===== src/hdl/phase_difference_fm_demodulator_core_assert.svh =====
// Assertion macros of the phase-difference FM demodulator RTL, used by the sequencer
`ifndef PHASE_DIFFERENCE_FM_DEMODULATOR_CORE_ASSERT_SVH
`define PHASE_DIFFERENCE_FM_DEMODULATOR_CORE_ASSERT_SVH

// same-cycle implication, clocked on aclk, off while in reset
`define PDFM_ASSERT_NOW(label, ante, cons, msg) \
    label: assert property (@(posedge aclk) disable iff (!aresetn) (ante) |-> (cons)) \
        else $error(msg);

// next-cycle implication, clocked on aclk, off while in reset
`define PDFM_ASSERT_NEXT(label, ante, cons, msg) \
    label: assert property (@(posedge aclk) disable iff (!aresetn) (ante) |=> (cons)) \
        else $error(msg);

`endif


===== src/hdl/pdfm_pkg.sv =====
// Types and constants of the phase-difference FM demodulator
`default_nettype none

package pdfm_pkg;

    localparam int GAIN_W        = 16;
    localparam int COEFF_W       = 24;
    localparam int CFG_DATA_W    = 24;
    localparam int CFG_IDX_W     = 1;
    localparam int SPLIT_BITS    = 12;
    localparam int DIV_STEP_BITS = 8;
    localparam int REM_W         = 4;

    localparam logic [REM_W:0]         SMOOTH_DIV     = 5'd10;
    localparam logic [GAIN_W-1:0]      GAIN_RESET     = 16'd4096;
    localparam logic [COEFF_W-1:0]     DC_COEFF_RESET = 24'd3495;

    localparam logic [CFG_IDX_W-1:0] CFG_GAIN     = 1'd0;
    localparam logic [CFG_IDX_W-1:0] CFG_DC_COEFF = 1'd1;

    typedef enum logic [3:0] {
        ST_IDLE,
        ST_MUL_S,
        ST_DIFF,
        ST_MUL_LO,
        ST_MUL_HI,
        ST_DC_UPD,
        ST_H,
        ST_X,
        ST_ABS,
        ST_DIV,
        ST_SM_UPD,
        ST_OUT
    } state_t;

    typedef enum logic [3:0] {
        OP_NONE,
        OP_MUL_S,
        OP_DIFF,
        OP_MUL_LO,
        OP_MUL_HI,
        OP_DC_UPD,
        OP_H,
        OP_X,
        OP_ABS,
        OP_DIV_STEP,
        OP_SM_UPD
    } dp_op_t;

    typedef struct packed {
        logic   load_in;
        dp_op_t op;
        logic   out_load;
    } dp_cmd_t;

endpackage

`default_nettype wire


===== src/hdl/phase_difference_fm_demodulator_core.sv =====
// Top level of the phase-difference FM demodulator core
//
//  channel | direction | handshake         | payload
//  --------+-----------+-------------------+-------------------------------
//  s_      | in        | s_valid / s_ready | s_phase  signed SAMPLE_WIDTH
//  m_      | out       | m_valid / m_ready | m_audio  signed SAMPLE_WIDTH
//  cfg_    | in        | cfg_wr_en         | cfg_index, cfg_wr_data (24 bits)
//
// One beat at a time: the sequencer walks one shared multiplier through three
// products, then a divide-by-ten unit taking 8 quotient bits per cycle.
// The result register frees s_ready for the next beat while m_ready is low;
// a stalled output holds the sequencer in its last step only.
// Synchronous active-low reset restores gain 4096, dc_coeff 3495, zero state.
`default_nettype none

module phase_difference_fm_demodulator_core
    import pdfm_pkg::*;
#(
    parameter int SAMPLE_WIDTH   = 16,
    parameter int GAIN_FRAC_BITS = 12
) (
    input  wire logic                    aclk,
    input  wire logic                    aresetn,
    input  wire logic                    cfg_wr_en,
    input  wire logic [CFG_IDX_W-1:0]    cfg_index,
    input  wire logic [CFG_DATA_W-1:0]   cfg_wr_data,
    input  wire logic                    s_valid,
    output logic                         s_ready,
    input  wire logic [SAMPLE_WIDTH-1:0] s_phase,
    output logic                         m_valid,
    input  wire logic                    m_ready,
    output logic [SAMPLE_WIDTH-1:0]      m_audio
);

    localparam int DIV_CYCLES = (SAMPLE_WIDTH + 18 + DIV_STEP_BITS - 1) / DIV_STEP_BITS;

    dp_cmd_t cmd;

    pdfm_ctrl #(
        .DIV_CYCLES (DIV_CYCLES)
    ) u_ctrl (
        .aclk    (aclk),
        .aresetn (aresetn),
        .s_valid (s_valid),
        .s_ready (s_ready),
        .m_valid (m_valid),
        .m_ready (m_ready),
        .cmd     (cmd)
    );

    pdfm_datapath #(
        .SAMPLE_WIDTH   (SAMPLE_WIDTH),
        .GAIN_FRAC_BITS (GAIN_FRAC_BITS),
        .DIV_CYCLES     (DIV_CYCLES)
    ) u_datapath (
        .aclk        (aclk),
        .aresetn     (aresetn),
        .cfg_wr_en   (cfg_wr_en),
        .cfg_index   (cfg_index),
        .cfg_wr_data (cfg_wr_data),
        .cmd         (cmd),
        .s_phase     (s_phase),
        .m_audio     (m_audio)
    );

endmodule

`default_nettype wire


===== src/hdl/pdfm_ctrl.sv =====
// Sequencer of the demodulator: steps the datapath through one beat
`default_nettype none
`include "phase_difference_fm_demodulator_core_assert.svh"

module pdfm_ctrl
    import pdfm_pkg::*;
#(
    parameter int DIV_CYCLES = 5
) (
    input  wire logic aclk,
    input  wire logic aresetn,
    input  wire logic s_valid,
    output logic      s_ready,
    output logic      m_valid,
    input  wire logic m_ready,
    output dp_cmd_t   cmd
);

    localparam int CNT_W = (DIV_CYCLES > 1) ? $clog2(DIV_CYCLES) : 1;
    localparam logic [CNT_W-1:0] CNT_LAST = CNT_W'(DIV_CYCLES - 1);

    state_t           state_reg, state_next;
    logic [CNT_W-1:0] cnt_reg, cnt_next;
    logic             m_valid_reg, m_valid_next;
    logic             out_free;

    assign out_free = !m_valid_reg || m_ready;

    always_ff @(posedge aclk) begin
        if (!aresetn) begin
            state_reg   <= ST_IDLE;
            cnt_reg     <= '0;
            m_valid_reg <= 1'b0;
        end else begin
            state_reg   <= state_next;
            cnt_reg     <= cnt_next;
            m_valid_reg <= m_valid_next;
        end
    end

    always_comb begin
        state_next = state_reg;
        unique case (state_reg)
            ST_IDLE:   if (s_valid) state_next = ST_MUL_S;
            ST_MUL_S:  state_next = ST_DIFF;
            ST_DIFF:   state_next = ST_MUL_LO;
            ST_MUL_LO: state_next = ST_MUL_HI;
            ST_MUL_HI: state_next = ST_DC_UPD;
            ST_DC_UPD: state_next = ST_H;
            ST_H:      state_next = ST_X;
            ST_X:      state_next = ST_ABS;
            ST_ABS:    state_next = ST_DIV;
            ST_DIV:    if (cnt_reg == CNT_LAST) state_next = ST_SM_UPD;
            ST_SM_UPD: state_next = ST_OUT;
            ST_OUT:    if (out_free) state_next = ST_IDLE;
            default:   state_next = ST_IDLE;
        endcase
    end

    always_comb begin
        cmd          = '{load_in: 1'b0, op: OP_NONE, out_load: 1'b0};
        s_ready      = 1'b0;
        cnt_next     = cnt_reg;
        unique case (state_reg)
            ST_IDLE: begin
                s_ready     = 1'b1;
                cmd.load_in = s_valid;
            end
            ST_MUL_S:  cmd.op = OP_MUL_S;
            ST_DIFF:   cmd.op = OP_DIFF;
            ST_MUL_LO: cmd.op = OP_MUL_LO;
            ST_MUL_HI: cmd.op = OP_MUL_HI;
            ST_DC_UPD: cmd.op = OP_DC_UPD;
            ST_H:      cmd.op = OP_H;
            ST_X:      cmd.op = OP_X;
            ST_ABS: begin
                cmd.op   = OP_ABS;
                cnt_next = '0;
            end
            ST_DIV: begin
                cmd.op   = OP_DIV_STEP;
                cnt_next = cnt_reg + 1'b1;
            end
            ST_SM_UPD: cmd.op = OP_SM_UPD;
            ST_OUT:    cmd.out_load = out_free;
            default:   cmd.op = OP_NONE;
        endcase
        // result register frees on take, refills on load
        m_valid_next = cmd.out_load ? 1'b1 : (m_ready ? 1'b0 : m_valid_reg);
    end

    assign m_valid = m_valid_reg;

    // never overwrite a result that is still waiting
    `PDFM_ASSERT_NOW(a_out_load_free, cmd.out_load, !m_valid_reg || m_ready, "result overwritten")
    // divider step count stays within its pass
    `PDFM_ASSERT_NOW(a_div_cnt_range, state_reg == ST_DIV, cnt_reg <= CNT_LAST, "div count overrun")
    // one beat in flight: no accept right after an accept
    `PDFM_ASSERT_NEXT(a_one_in_flight, s_valid && s_ready, !s_ready, "second beat accepted")

endmodule

`default_nettype wire


===== src/hdl/pdfm_datapath.sv =====
// Datapath: phase difference, shared multiplier, DC tracker, smoother, saturation
`default_nettype none

module pdfm_datapath
    import pdfm_pkg::*;
#(
    parameter int SAMPLE_WIDTH   = 16,
    parameter int GAIN_FRAC_BITS = 12,
    parameter int DIV_CYCLES     = 5
) (
    input  wire logic                    aclk,
    input  wire logic                    aresetn,
    input  wire logic                    cfg_wr_en,
    input  wire logic [CFG_IDX_W-1:0]    cfg_index,
    input  wire logic [CFG_DATA_W-1:0]   cfg_wr_data,
    input  wire dp_cmd_t                 cmd,
    input  wire logic [SAMPLE_WIDTH-1:0] s_phase,
    output logic [SAMPLE_WIDTH-1:0]      m_audio
);

    localparam int SW   = SAMPLE_WIDTH;
    localparam int S_W  = SW + GAIN_W;          // scaled difference, DC estimate
    localparam int E_W  = S_W + 1;              // error into the DC tracker
    localparam int EH_W = E_W - SPLIT_BITS;     // upper part of the error
    localparam int H_W  = S_W + 1;              // DC-free sample, smoother state
    localparam int X_W  = H_W + 1;              // smoother step before divide
    localparam int MA_W = EH_W;
    localparam int MB_W = COEFF_W + 1;
    localparam int P_W  = MA_W + MB_W;
    localparam int T_W  = P_W + 1;
    localparam int LO_W = COEFF_W;
    localparam int QW   = DIV_CYCLES * DIV_STEP_BITS;
    localparam int Y_W  = H_W - GAIN_FRAC_BITS;

    // configuration
    logic [GAIN_W-1:0]  gain_reg, gain_next;
    logic [COEFF_W-1:0] coeff_reg, coeff_next;
    // block state
    logic [SW-1:0]      last_phase_reg, last_phase_next;
    logic [S_W-1:0]     dc_reg, dc_next;
    logic [H_W-1:0]     sm_reg, sm_next;
    // working registers
    logic [SW-1:0]      d_reg, d_next;
    logic [P_W-1:0]     prod_reg, prod_next;
    logic [S_W-1:0]     s_reg, s_next;
    logic [E_W-1:0]     e_reg, e_next;
    logic [LO_W-1:0]    lo_reg, lo_next;
    logic [H_W-1:0]     h_reg, h_next;
    logic [X_W-1:0]     x_reg, x_next;
    logic               neg_reg, neg_next;
    logic [QW-1:0]      q_reg, q_next;
    logic [REM_W-1:0]   r_reg, r_next;
    logic [SW-1:0]      audio_reg, audio_next;

    logic signed [MA_W-1:0] mul_a;
    logic signed [MB_W-1:0] mul_b;
    logic signed [P_W-1:0]  mul_p;
    logic [T_W-1:0]         t_sum;
    logic [X_W-1:0]         x_mag;
    logic [H_W-1:0]         q_trim;
    logic [QW-1:0]          q_step;
    logic [REM_W-1:0]       r_step;
    logic [Y_W-1:0]         y_val;
    logic                   y_fits;

    always_ff @(posedge aclk) begin
        if (!aresetn) begin
            gain_reg       <= GAIN_RESET;
            coeff_reg      <= DC_COEFF_RESET;
            last_phase_reg <= '0;
            dc_reg         <= '0;
            sm_reg         <= '0;
        end else begin
            gain_reg       <= gain_next;
            coeff_reg      <= coeff_next;
            last_phase_reg <= last_phase_next;
            dc_reg         <= dc_next;
            sm_reg         <= sm_next;
        end
    end

    always_ff @(posedge aclk) begin
        d_reg     <= d_next;
        prod_reg  <= prod_next;
        s_reg     <= s_next;
        e_reg     <= e_next;
        lo_reg    <= lo_next;
        h_reg     <= h_next;
        x_reg     <= x_next;
        neg_reg   <= neg_next;
        q_reg     <= q_next;
        r_reg     <= r_next;
        audio_reg <= audio_next;
    end

    // shared multiplier operand select
    always_comb begin
        mul_a = '0;
        mul_b = '0;
        case (cmd.op)
            OP_MUL_S: begin
                mul_a = {{(MA_W - SW){d_reg[SW-1]}}, d_reg};
                mul_b = {{(MB_W - GAIN_W){1'b0}}, gain_reg};
            end
            OP_MUL_LO: begin
                mul_a = {{(MA_W - SPLIT_BITS){1'b0}}, e_reg[SPLIT_BITS-1:0]};
                mul_b = {1'b0, coeff_reg};
            end
            OP_MUL_HI: begin
                mul_a = e_reg[E_W-1:SPLIT_BITS];
                mul_b = {1'b0, coeff_reg};
            end
            default: begin
                mul_a = '0;
                mul_b = '0;
            end
        endcase
    end

    assign mul_p = mul_a * mul_b;

    // exact floor(e * coeff / 2^24) = (hi * coeff + (lo * coeff >> 12)) >> 12
    assign t_sum = {prod_reg[P_W-1], prod_reg} + T_W'(lo_reg);
    assign x_mag = (x_reg ^ {X_W{x_reg[X_W-1]}}) + X_W'(x_reg[X_W-1]);
    assign q_trim = q_reg[H_W-1:0];

    // restoring divide by ten, several quotient bits per cycle
    always_comb begin
        logic [REM_W:0] r5;
        r5     = '0;
        q_step = q_reg;
        r_step = r_reg;
        for (int i = 0; i < DIV_STEP_BITS; i++) begin
            r5     = {r_step, q_step[QW-1]};
            q_step = {q_step[QW-2:0], (r5 >= SMOOTH_DIV)};
            r_step = (r5 >= SMOOTH_DIV) ? REM_W'(r5 - SMOOTH_DIV) : r5[REM_W-1:0];
        end
    end

    // floor shift back to sample units, then clamp
    assign y_val  = sm_reg[H_W-1:GAIN_FRAC_BITS];
    assign y_fits = (&y_val[Y_W-1:SW-1]) || !(|y_val[Y_W-1:SW-1]);

    always_comb begin
        gain_next       = gain_reg;
        coeff_next      = coeff_reg;
        last_phase_next = last_phase_reg;
        dc_next         = dc_reg;
        sm_next         = sm_reg;
        d_next          = d_reg;
        prod_next       = prod_reg;
        s_next          = s_reg;
        e_next          = e_reg;
        lo_next         = lo_reg;
        h_next          = h_reg;
        x_next          = x_reg;
        neg_next        = neg_reg;
        q_next          = q_reg;
        r_next          = r_reg;
        audio_next      = audio_reg;

        if (cfg_wr_en) begin
            unique case (cfg_index)
                CFG_GAIN:     gain_next  = cfg_wr_data[GAIN_W-1:0];
                CFG_DC_COEFF: coeff_next = cfg_wr_data[COEFF_W-1:0];
                default:      gain_next  = gain_reg;
            endcase
        end

        if (cmd.load_in) begin
            d_next          = s_phase - last_phase_reg;    // wraps into +/- pi
            last_phase_next = s_phase;
        end

        case (cmd.op)
            OP_MUL_S: prod_next = mul_p;
            OP_DIFF: begin
                s_next = prod_reg[S_W-1:0];
                e_next = {prod_reg[S_W-1], prod_reg[S_W-1:0]} - {dc_reg[S_W-1], dc_reg};
            end
            OP_MUL_LO: prod_next = mul_p;
            OP_MUL_HI: begin
                lo_next   = prod_reg[LO_W+SPLIT_BITS-1:SPLIT_BITS];
                prod_next = mul_p;
            end
            OP_DC_UPD: dc_next = dc_reg + t_sum[SPLIT_BITS+S_W-1:SPLIT_BITS];
            OP_H:      h_next  = {s_reg[S_W-1], s_reg} - {dc_reg[S_W-1], dc_reg};
            OP_X:      x_next  = {h_reg[H_W-1], h_reg} - {sm_reg[H_W-1], sm_reg};
            OP_ABS: begin
                neg_next = x_reg[X_W-1];
                q_next   = QW'(x_mag);
                r_next   = '0;
            end
            OP_DIV_STEP: begin
                q_next = q_step;
                r_next = r_step;
            end
            // quotient truncates toward zero: apply the sign after the divide
            OP_SM_UPD: sm_next = sm_reg + (q_trim ^ {H_W{neg_reg}}) + H_W'(neg_reg);
            default:   prod_next = prod_reg;
        endcase

        if (cmd.out_load) begin
            audio_next = y_fits ? y_val[SW-1:0] : {y_val[Y_W-1], {(SW-1){~y_val[Y_W-1]}}};
        end
    end

    assign m_audio = audio_reg;

endmodule

`default_nettype wire


===== config.mk =====
export PLATFORM = sky130hd
export DESIGN_NAME = phase_difference_fm_demodulator_core
export DESIGN_NICKNAME = d
export VERILOG_FILES = /design/src/hdl/pdfm_pkg.sv /design/src/hdl/phase_difference_fm_demodulator_core.sv /design/src/hdl/pdfm_ctrl.sv /design/src/hdl/pdfm_datapath.sv
export VERILOG_INCLUDE_DIRS = /design/src /design/src/hdl
export SDC_FILE = /design/constraint.sdc
export NUM_CORES = 2
export LEC_CHECK = 0
export BUFFER_PORTS_ARGS = -buffer_cell sky130_fd_sc_hd__buf_4
export CAP_MARGIN = 5
export CORE_UTILIZATION = 45
export DETAILED_ROUTE_END_ITERATION = 7
export SYNTH_ARGS = -nofsm -noshare
export SYNTH_HDL_FRONTEND = slang
export SYNTH_SLANG_ARGS = --single-unit

===== constraint.sdc =====
create_clock -name aclk -period 10.6 [get_ports aclk]
set_input_delay 2.12 -clock aclk [delete_from_list [all_inputs] [get_ports aclk]]
set_output_delay 2.12 -clock aclk [all_outputs]
set_load 0.02 [all_outputs]

Word level (Yosys, flattened, before mapping)
Index checks and enable logic that the tools add are counted.
{"block": "op_classes", "addsub": 18, "multipliers": 1, "n_div": 0, "magnitude_cmp": 8, "n_eq_ne": 25, "shift": 0, "muxes": 24, "bitwise": 4, "n_reduce_logical": 15}
{"op": "one-hot mux 40 bit (2 select lines)", "n": 1}
{"op": "subtractor 32 x 32 -> 33 bit", "n": 2}
{"op": "one-hot mux 21 bit (3 select lines)", "n": 1}
{"op": "one-hot mux 24 bit (2 select lines)", "n": 1}
{"op": "one-hot mux 4 bit (12 select lines)", "n": 1}
{"op": "adder 44 x 25 -> 44 bit", "n": 1}
{"op": "multiplier 21 x 25 -> 44 bit", "n": 1}
{"op": "two-way mux 4 bit", "n": 11}
{"op": ">= comparator 5 x 4 -> 1 bit (second input constant)", "n": 8}
{"op": "one-hot mux 4 bit (10 select lines)", "n": 1}
{"op": "adder 34 x 1 -> 34 bit", "n": 1}
{"op": "subtractor 33 x 33 -> 34 bit", "n": 1}
{"op": "bitwise XOR 34 bit", "n": 1}
{"op": "adder 33 x 1 -> 33 bit", "n": 1}
{"op": "adder 33 bit", "n": 1}
{"op": "bitwise XOR 33 bit", "n": 1}
{"op": "adder 32 bit", "n": 1}
{"op": "equality test 4 x 3 -> 1 bit (second input constant)", "n": 8}
{"op": "subtractor 4 bit (second input constant)", "n": 8}
{"op": "equality test 4 bit (second input constant)", "n": 7}
{"op": "equality test 4 x 2 -> 1 bit (second input constant)", "n": 4}
{"op": "two-way mux 16 bit", "n": 1}
{"op": "subtractor 16 bit", "n": 1}
{"op": "equality test 4 x 1 -> 1 bit (second input constant)", "n": 2}
{"op": "other kinds (18)", "n": 29}
{"block": "word_totals", "ff_bits": 406, "latch_bits": 0, "mem_bits_rw": 0, "rom_bits": 0, "output_inout_bits": 18, "n_memories": 0}

Logic depth before layout (Yosys ltp)
{"block": "depth", "depth_word": 17, "depth_mapped": 49}

By module
A second synthesis with hierarchy kept.
{"block": "unflattened", "cells_unflattened": 4681, "hier_area_um2": 41957.7}
{"mod": "pdfm_datapath", "instances": 1, "cells_each": 4622, "area_per_inst_um2": 41463.5, "seq_area_each_um2": 10740.3}
{"mod": "pdfm_ctrl", "instances": 1, "cells_each": 59, "area_per_inst_um2": 494.2, "seq_area_each_um2": 160.2}

Worst setup path after synthesis
Ideal clock, no wire load.
{"block": "synth_timing", "path_kind": "register to register", "start": "register u_ctrl.state_reg[0]", "end": "register u_datapath.prod_reg[43] (data pin)", "setup_time_ns": 0.260, "t_arrival_ns": 8.738, "slack_ns": 1.602, "stages_incl_launch_ff": 37, "period_less_slack_ns": 8.998, "path_cell_list": "dfxtp_1 clkbuf_1 nand2b_1 nor3_1 clkbuf_1 clkbuf_1 a22o_1 clkbuf_1 nand2_1 fa_1 inv_1 fa_1 inv_1 fa_1 inv_1 fa_1 fa_1 fa_1 inv_1 fa_1 inv_1 ha_1 a21o_1 a21oi_1 nor2b_1 a21oi_1 a21boi_0 a21oi_1 o31ai_1 and3_1 o31a_1 o41ai_1 o21ai_0 o21ai_0 nand2b_1 a21oi_1 xnor2_1"}
{"block": "synth_between", "elab_chain_len": 6}
{"element": "start, declared", "line": "pdfm_ctrl.sv:22", "source": "state_t state_reg, state_next;"}
{"element": "start signal, assigned", "line": "pdfm_ctrl.sv:35", "source": "state_reg <= state_next;"}
{"element": "equality test 4 bit, or another cell as far along", "line": "pdfm_ctrl.sv:64", "source": "unique case (state_reg)"}
{"element": "one-hot mux 4 bit (10 select lines) (*)", "line": "pdfm_ctrl.sv:64"}
{"element": "equality test 4 x 2 -> 1 bit or equality test 4 x 3 -> 1 bit (tied branches)", "line": "pdfm_datapath.sv:100", "source": "case (cmd.op)"}
{"element": "OR reduction 2 bit (no source line)"}
{"element": "one-hot mux 24 bit (2 select lines)", "line": "pdfm_datapath.sv:100"}
{"element": "multiplier 21 x 25 -> 44 bit (*)", "line": "pdfm_datapath.sv:120", "source": "assign mul_p = mul_a * mul_b;"}
{"element": "named net u_datapath.mul_p[43]", "line": "pdfm_datapath.sv:57", "source": "logic signed [P_W-1:0] mul_p;"}
{"element": "end signal, assigned", "line": "pdfm_datapath.sv:84", "source": "prod_reg <= prod_next;"}
{"element": "end, declared", "line": "pdfm_datapath.sv:44", "source": "logic [P_W-1:0] prod_reg, prod_next;"}
The timed path passes the listed nets; every way through them passes the cells marked *.
A chain may end at the register's enable or synchronous reset.

Final worst setup path
{"block": "layout_timing", "start": "register u_ctrl.state_reg[3]", "end": "register u_datapath.prod_reg[43] (data pin)"}
Same word-level chain as after synthesis.

==> metrics.yaml <==
outcome:
  status: "completed"
setup_path:
  crit_type: "flip-flop to flip-flop"
  ff2ff_path_depth: 33
  critPathArrivalTime_ns: 10.36
  start_kind: "flip-flop"
  rrSetupSlack_ns: 0.61
  worstReg2RegStart: "u_ctrl.state_reg[3]"
  worst_path_max_delay_cell: "and2_1"
  path_common_cell: "fa_1"
  cp-end-kind: "flip-flop"
  r2r-end: "u_datapath.prod_reg[43]"
  critical_path_required_ns: 10.97
  critical_path.max_stage_delay_ns: 0.70
  crit_fanout: 26
synth:
  synth-warning-count: 0
  synth_edf_count: 277
  synth-seq-cells: 406
  synth_seq_area_share: 0.262
  synth_ff_type: "edfxtp_1"
  syn_inst: 4598
  syn_avg_cell_area_um2: 9.05
  async_reset_ff_frac: 0
  synth_cell_types: 85
  post_synth_instance_area_um2: 41600
  syn_nets: 5445
final_layout:
  multi_input_area_um2: 27600
  final-instance-count-excl-fill: 5877
  seqCellArea_um2: 10900
  diodes: 0
  drive_gt1_frac: 0.0603
  final_common_cell: "inv_1"
  final_util: 0.494
  final_nets: 5497
  largest_register_ff_count: 44
  final_cell_mix: "669 x inv_1, 662 x nand2_1, 422 x fa_1"
  num-fill-cells: 8819
  syn_to_final_growth_pct: 8.97
timing:
  whs_ns: 0.465
  finClkSkew_ns: 0.0379
  fmax_ghz: 0.100
  rsz0062_at_grt: "false"
  period_minus_slack_ns: 9.99
  tns_ns: 0
  worst-slew-pin-transition_ns: 1.22
  maxSlewViolCount: 0
  max_slew_margin: 0.180
  min_period_over_period: 0.942
  finalHoldViolations: 0
  setup_viol: 0
die:
  core.rowCount: 111
  die_y_um: 306
  start_util: 0.454
  io_pins: 64
  die_width_um: 306
  coreArea_um2: 91700
  dieArea_um2: 93600
global_route:
  grt_pass1_wl_um: 183000
  grtUsageTotal: 0.255
  grt_antenna_before_repair: 1
  first_global_vias: 31900
  overflow: 0
  grt_max_degree: 91
detailed_routing:
  drc: 0
  firstDrtPassIters: 5
  drtAntennaViolNets: 0
  drtIter0Drc: 2155
  via_count: 31700
  wl_per_cell_um: 20.1
  vias_per_cell: 5.40
  routed_wl_um: 118000
pwr:
  share_comb_of_total_power: 0.551
  power_uw: 9670
  powerDensity_nw_per_um2: 213
  seqPwrFrac: 0.274
  leakage_uw: 0.0197
  sw_frac_of_total: 0.459
  clockPowerShare: 0.176
  ir_drop_uv: 163
  switchingPower_uw: 4430
  power.internal_uw: 5230
hold_path:
  hold_start: "u_datapath.last_phase_reg[4]"
  holdPathEnd: "u_datapath.last_phase_reg[4]"
  whs_path_depth: 2
  hp-class: "flip-flop to flip-flop"
clock_network:
  postCtsHoldBufs: 0
  tritoncts: "done"
  clockBufferDepth: 3
  clk_pin_slew_ns: 0.06
  clk_latency_ns: 0.65
  clock_sinks: 406
  numCtsBuffers: 50
  ctsHtreeMaxLevel: 2
  ctsRootBufferMaster: "clkbuf_16"
placement:
  port-buffer-count: 63
  gp_congestion: 0.966
  placed_cells: 5784
  dpl.hpwl_um: 94900
run:
  cap_violations: 0
worst max path at each step:
stage,to,from
detailed placement,u_datapath.prod_reg[43],u_ctrl.state_reg[3]
finish,u_datapath.prod_reg[43],u_ctrl.state_reg[3]
global route,u_datapath.prod_reg[43],u_ctrl.state_reg[3]
CTS,u_datapath.prod_reg[43],u_ctrl.state_reg[3]
floorplan,u_datapath.prod_reg[43],u_ctrl.state_reg[0]
global placement,u_datapath.prod_reg[43],u_ctrl.state_reg[3]
per-layer routing:
layer,vias to the layer above,routed length [um],share of wire,GRT usage
met5,-,0,0,0
met4,0,6580,0.056,0.123
met3,279,7520,0.064,0.0493
met2,869,55600,0.47,0.430
met1,15400,48400,0.41,0.313
li1,15200,-,-,-
synth_stat cells, types with 7 or more instances:
| cell | instances | area (um^2) |
|---|---|---|
| nor2b_1 | 33 | 206 |
| fa_1 | 422 | 8450 |
| and3_1 | 30 | 188 |
| o22ai_1 | 11 | 68.8 |
| o211ai_1 | 7 | 52.6 |
| buf_1 | 14 | 52.6 |
| and2_1 | 66 | 413 |
| nand3_1 | 64 | 320 |
| mux2i_1 | 9 | 90.1 |
| inv_1 | 670 | 2510 |
| dfxtp_1 | 129 | 2580 |
| o21bai_1 | 17 | 128 |
| a211oi_1 | 21 | 158 |
| edfxtp_1 | 277 | 8320 |
| nor3_1 | 49 | 245 |
| nor4_1 | 7 | 43.8 |
| a21oi_1 | 192 | 961 |
| a31oi_1 | 17 | 106 |
| nand4_1 | 13 | 81.3 |
| o21a_1 | 55 | 413 |
| o21ai_0 | 150 | 751 |
| clkbuf_1 | 139 | 522 |
| o31a_1 | 13 | 114 |
| nand2_1 | 662 | 2480 |
| a22o_1 | 20 | 175 |
| o211a_1 | 7 | 70.1 |
| ha_1 | 379 | 4740 |
| nor2_1 | 421 | 1580 |
| a21boi_0 | 89 | 668 |
| a22oi_1 | 33 | 248 |
| xnor2_1 | 171 | 1500 |
| xor2_1 | 113 | 990 |
| o31ai_1 | 12 | 90.1 |
| a41oi_1 | 10 | 87.6 |
| nand2b_1 | 60 | 375 |
| or3_1 | 16 | 100 |
| a21o_1 | 67 | 503 |
| nor3b_1 | 9 | 67.6 |
| or2_2 | 14 | 87.6 |
power by group through the flow:
stage / sequential (uW) / combinational [uW] / clock [uW]
final: 2650 / 5320 / 1700
after CTS: 2650 / 5290 / 1750
after floorplan: 2420 / 3900 / 0
after global routing: 2660 / 5920 / 1800
after detailed placement: 2670 / 5240 / 0
after global placement: 2680 / 5220 / 0
critical path: cells and delay by family, from the launching register on:
family          cells  cell delay [ns]
fa+ha+maj           8             3.80
compound gates     12             2.93
simple gates        7             1.95
flops               1             0.50
buf+inv             5             0.46
xor+xnor            1             0.08
stage by stage:
stage                     setup slack [ns]  area, um^2
after detailed placement             0.607       43700
after global placement               0.693       43700
after floorplan                       1.60       41600
final                                0.610       45300
after global routing                0.0733       45300
after CTS                            0.576       45300
cell families (layout without fill, tap and decap cells):
kind of cell	after synthesis	in the layout	synth area share
and+or+nand+nor	1481	1481	0.157
xor gates and xnor gates	284	284	0.0598
AOI/OAI and AO/OA	787	787	0.126
adders and majority gates	801	801	0.317
buffers and inverters	826	919	0.0746
DFF	406	406	0.262
muxes	13	13	0.00337
repair_timing:
item                                    4_1_cts  5_1_grt
gates resized for setup                       0        2
endpoints found under the setup margin        0        4
buffers inserted                              0        0
area by class of cell:
cell class | count | share of cell area
clock buffers | 62 | 0.0302
multi-input cells | 3366 | 0.610
clock inverters | 31 | 0.00549
well taps | 1186 | 0.0327
repair buffers | 154 | 0.0255
flip-flops and latches | 406 | 0.241
inverters | 672 | 0.0557
Note: power is estimated with default switching activity, not from simulation.
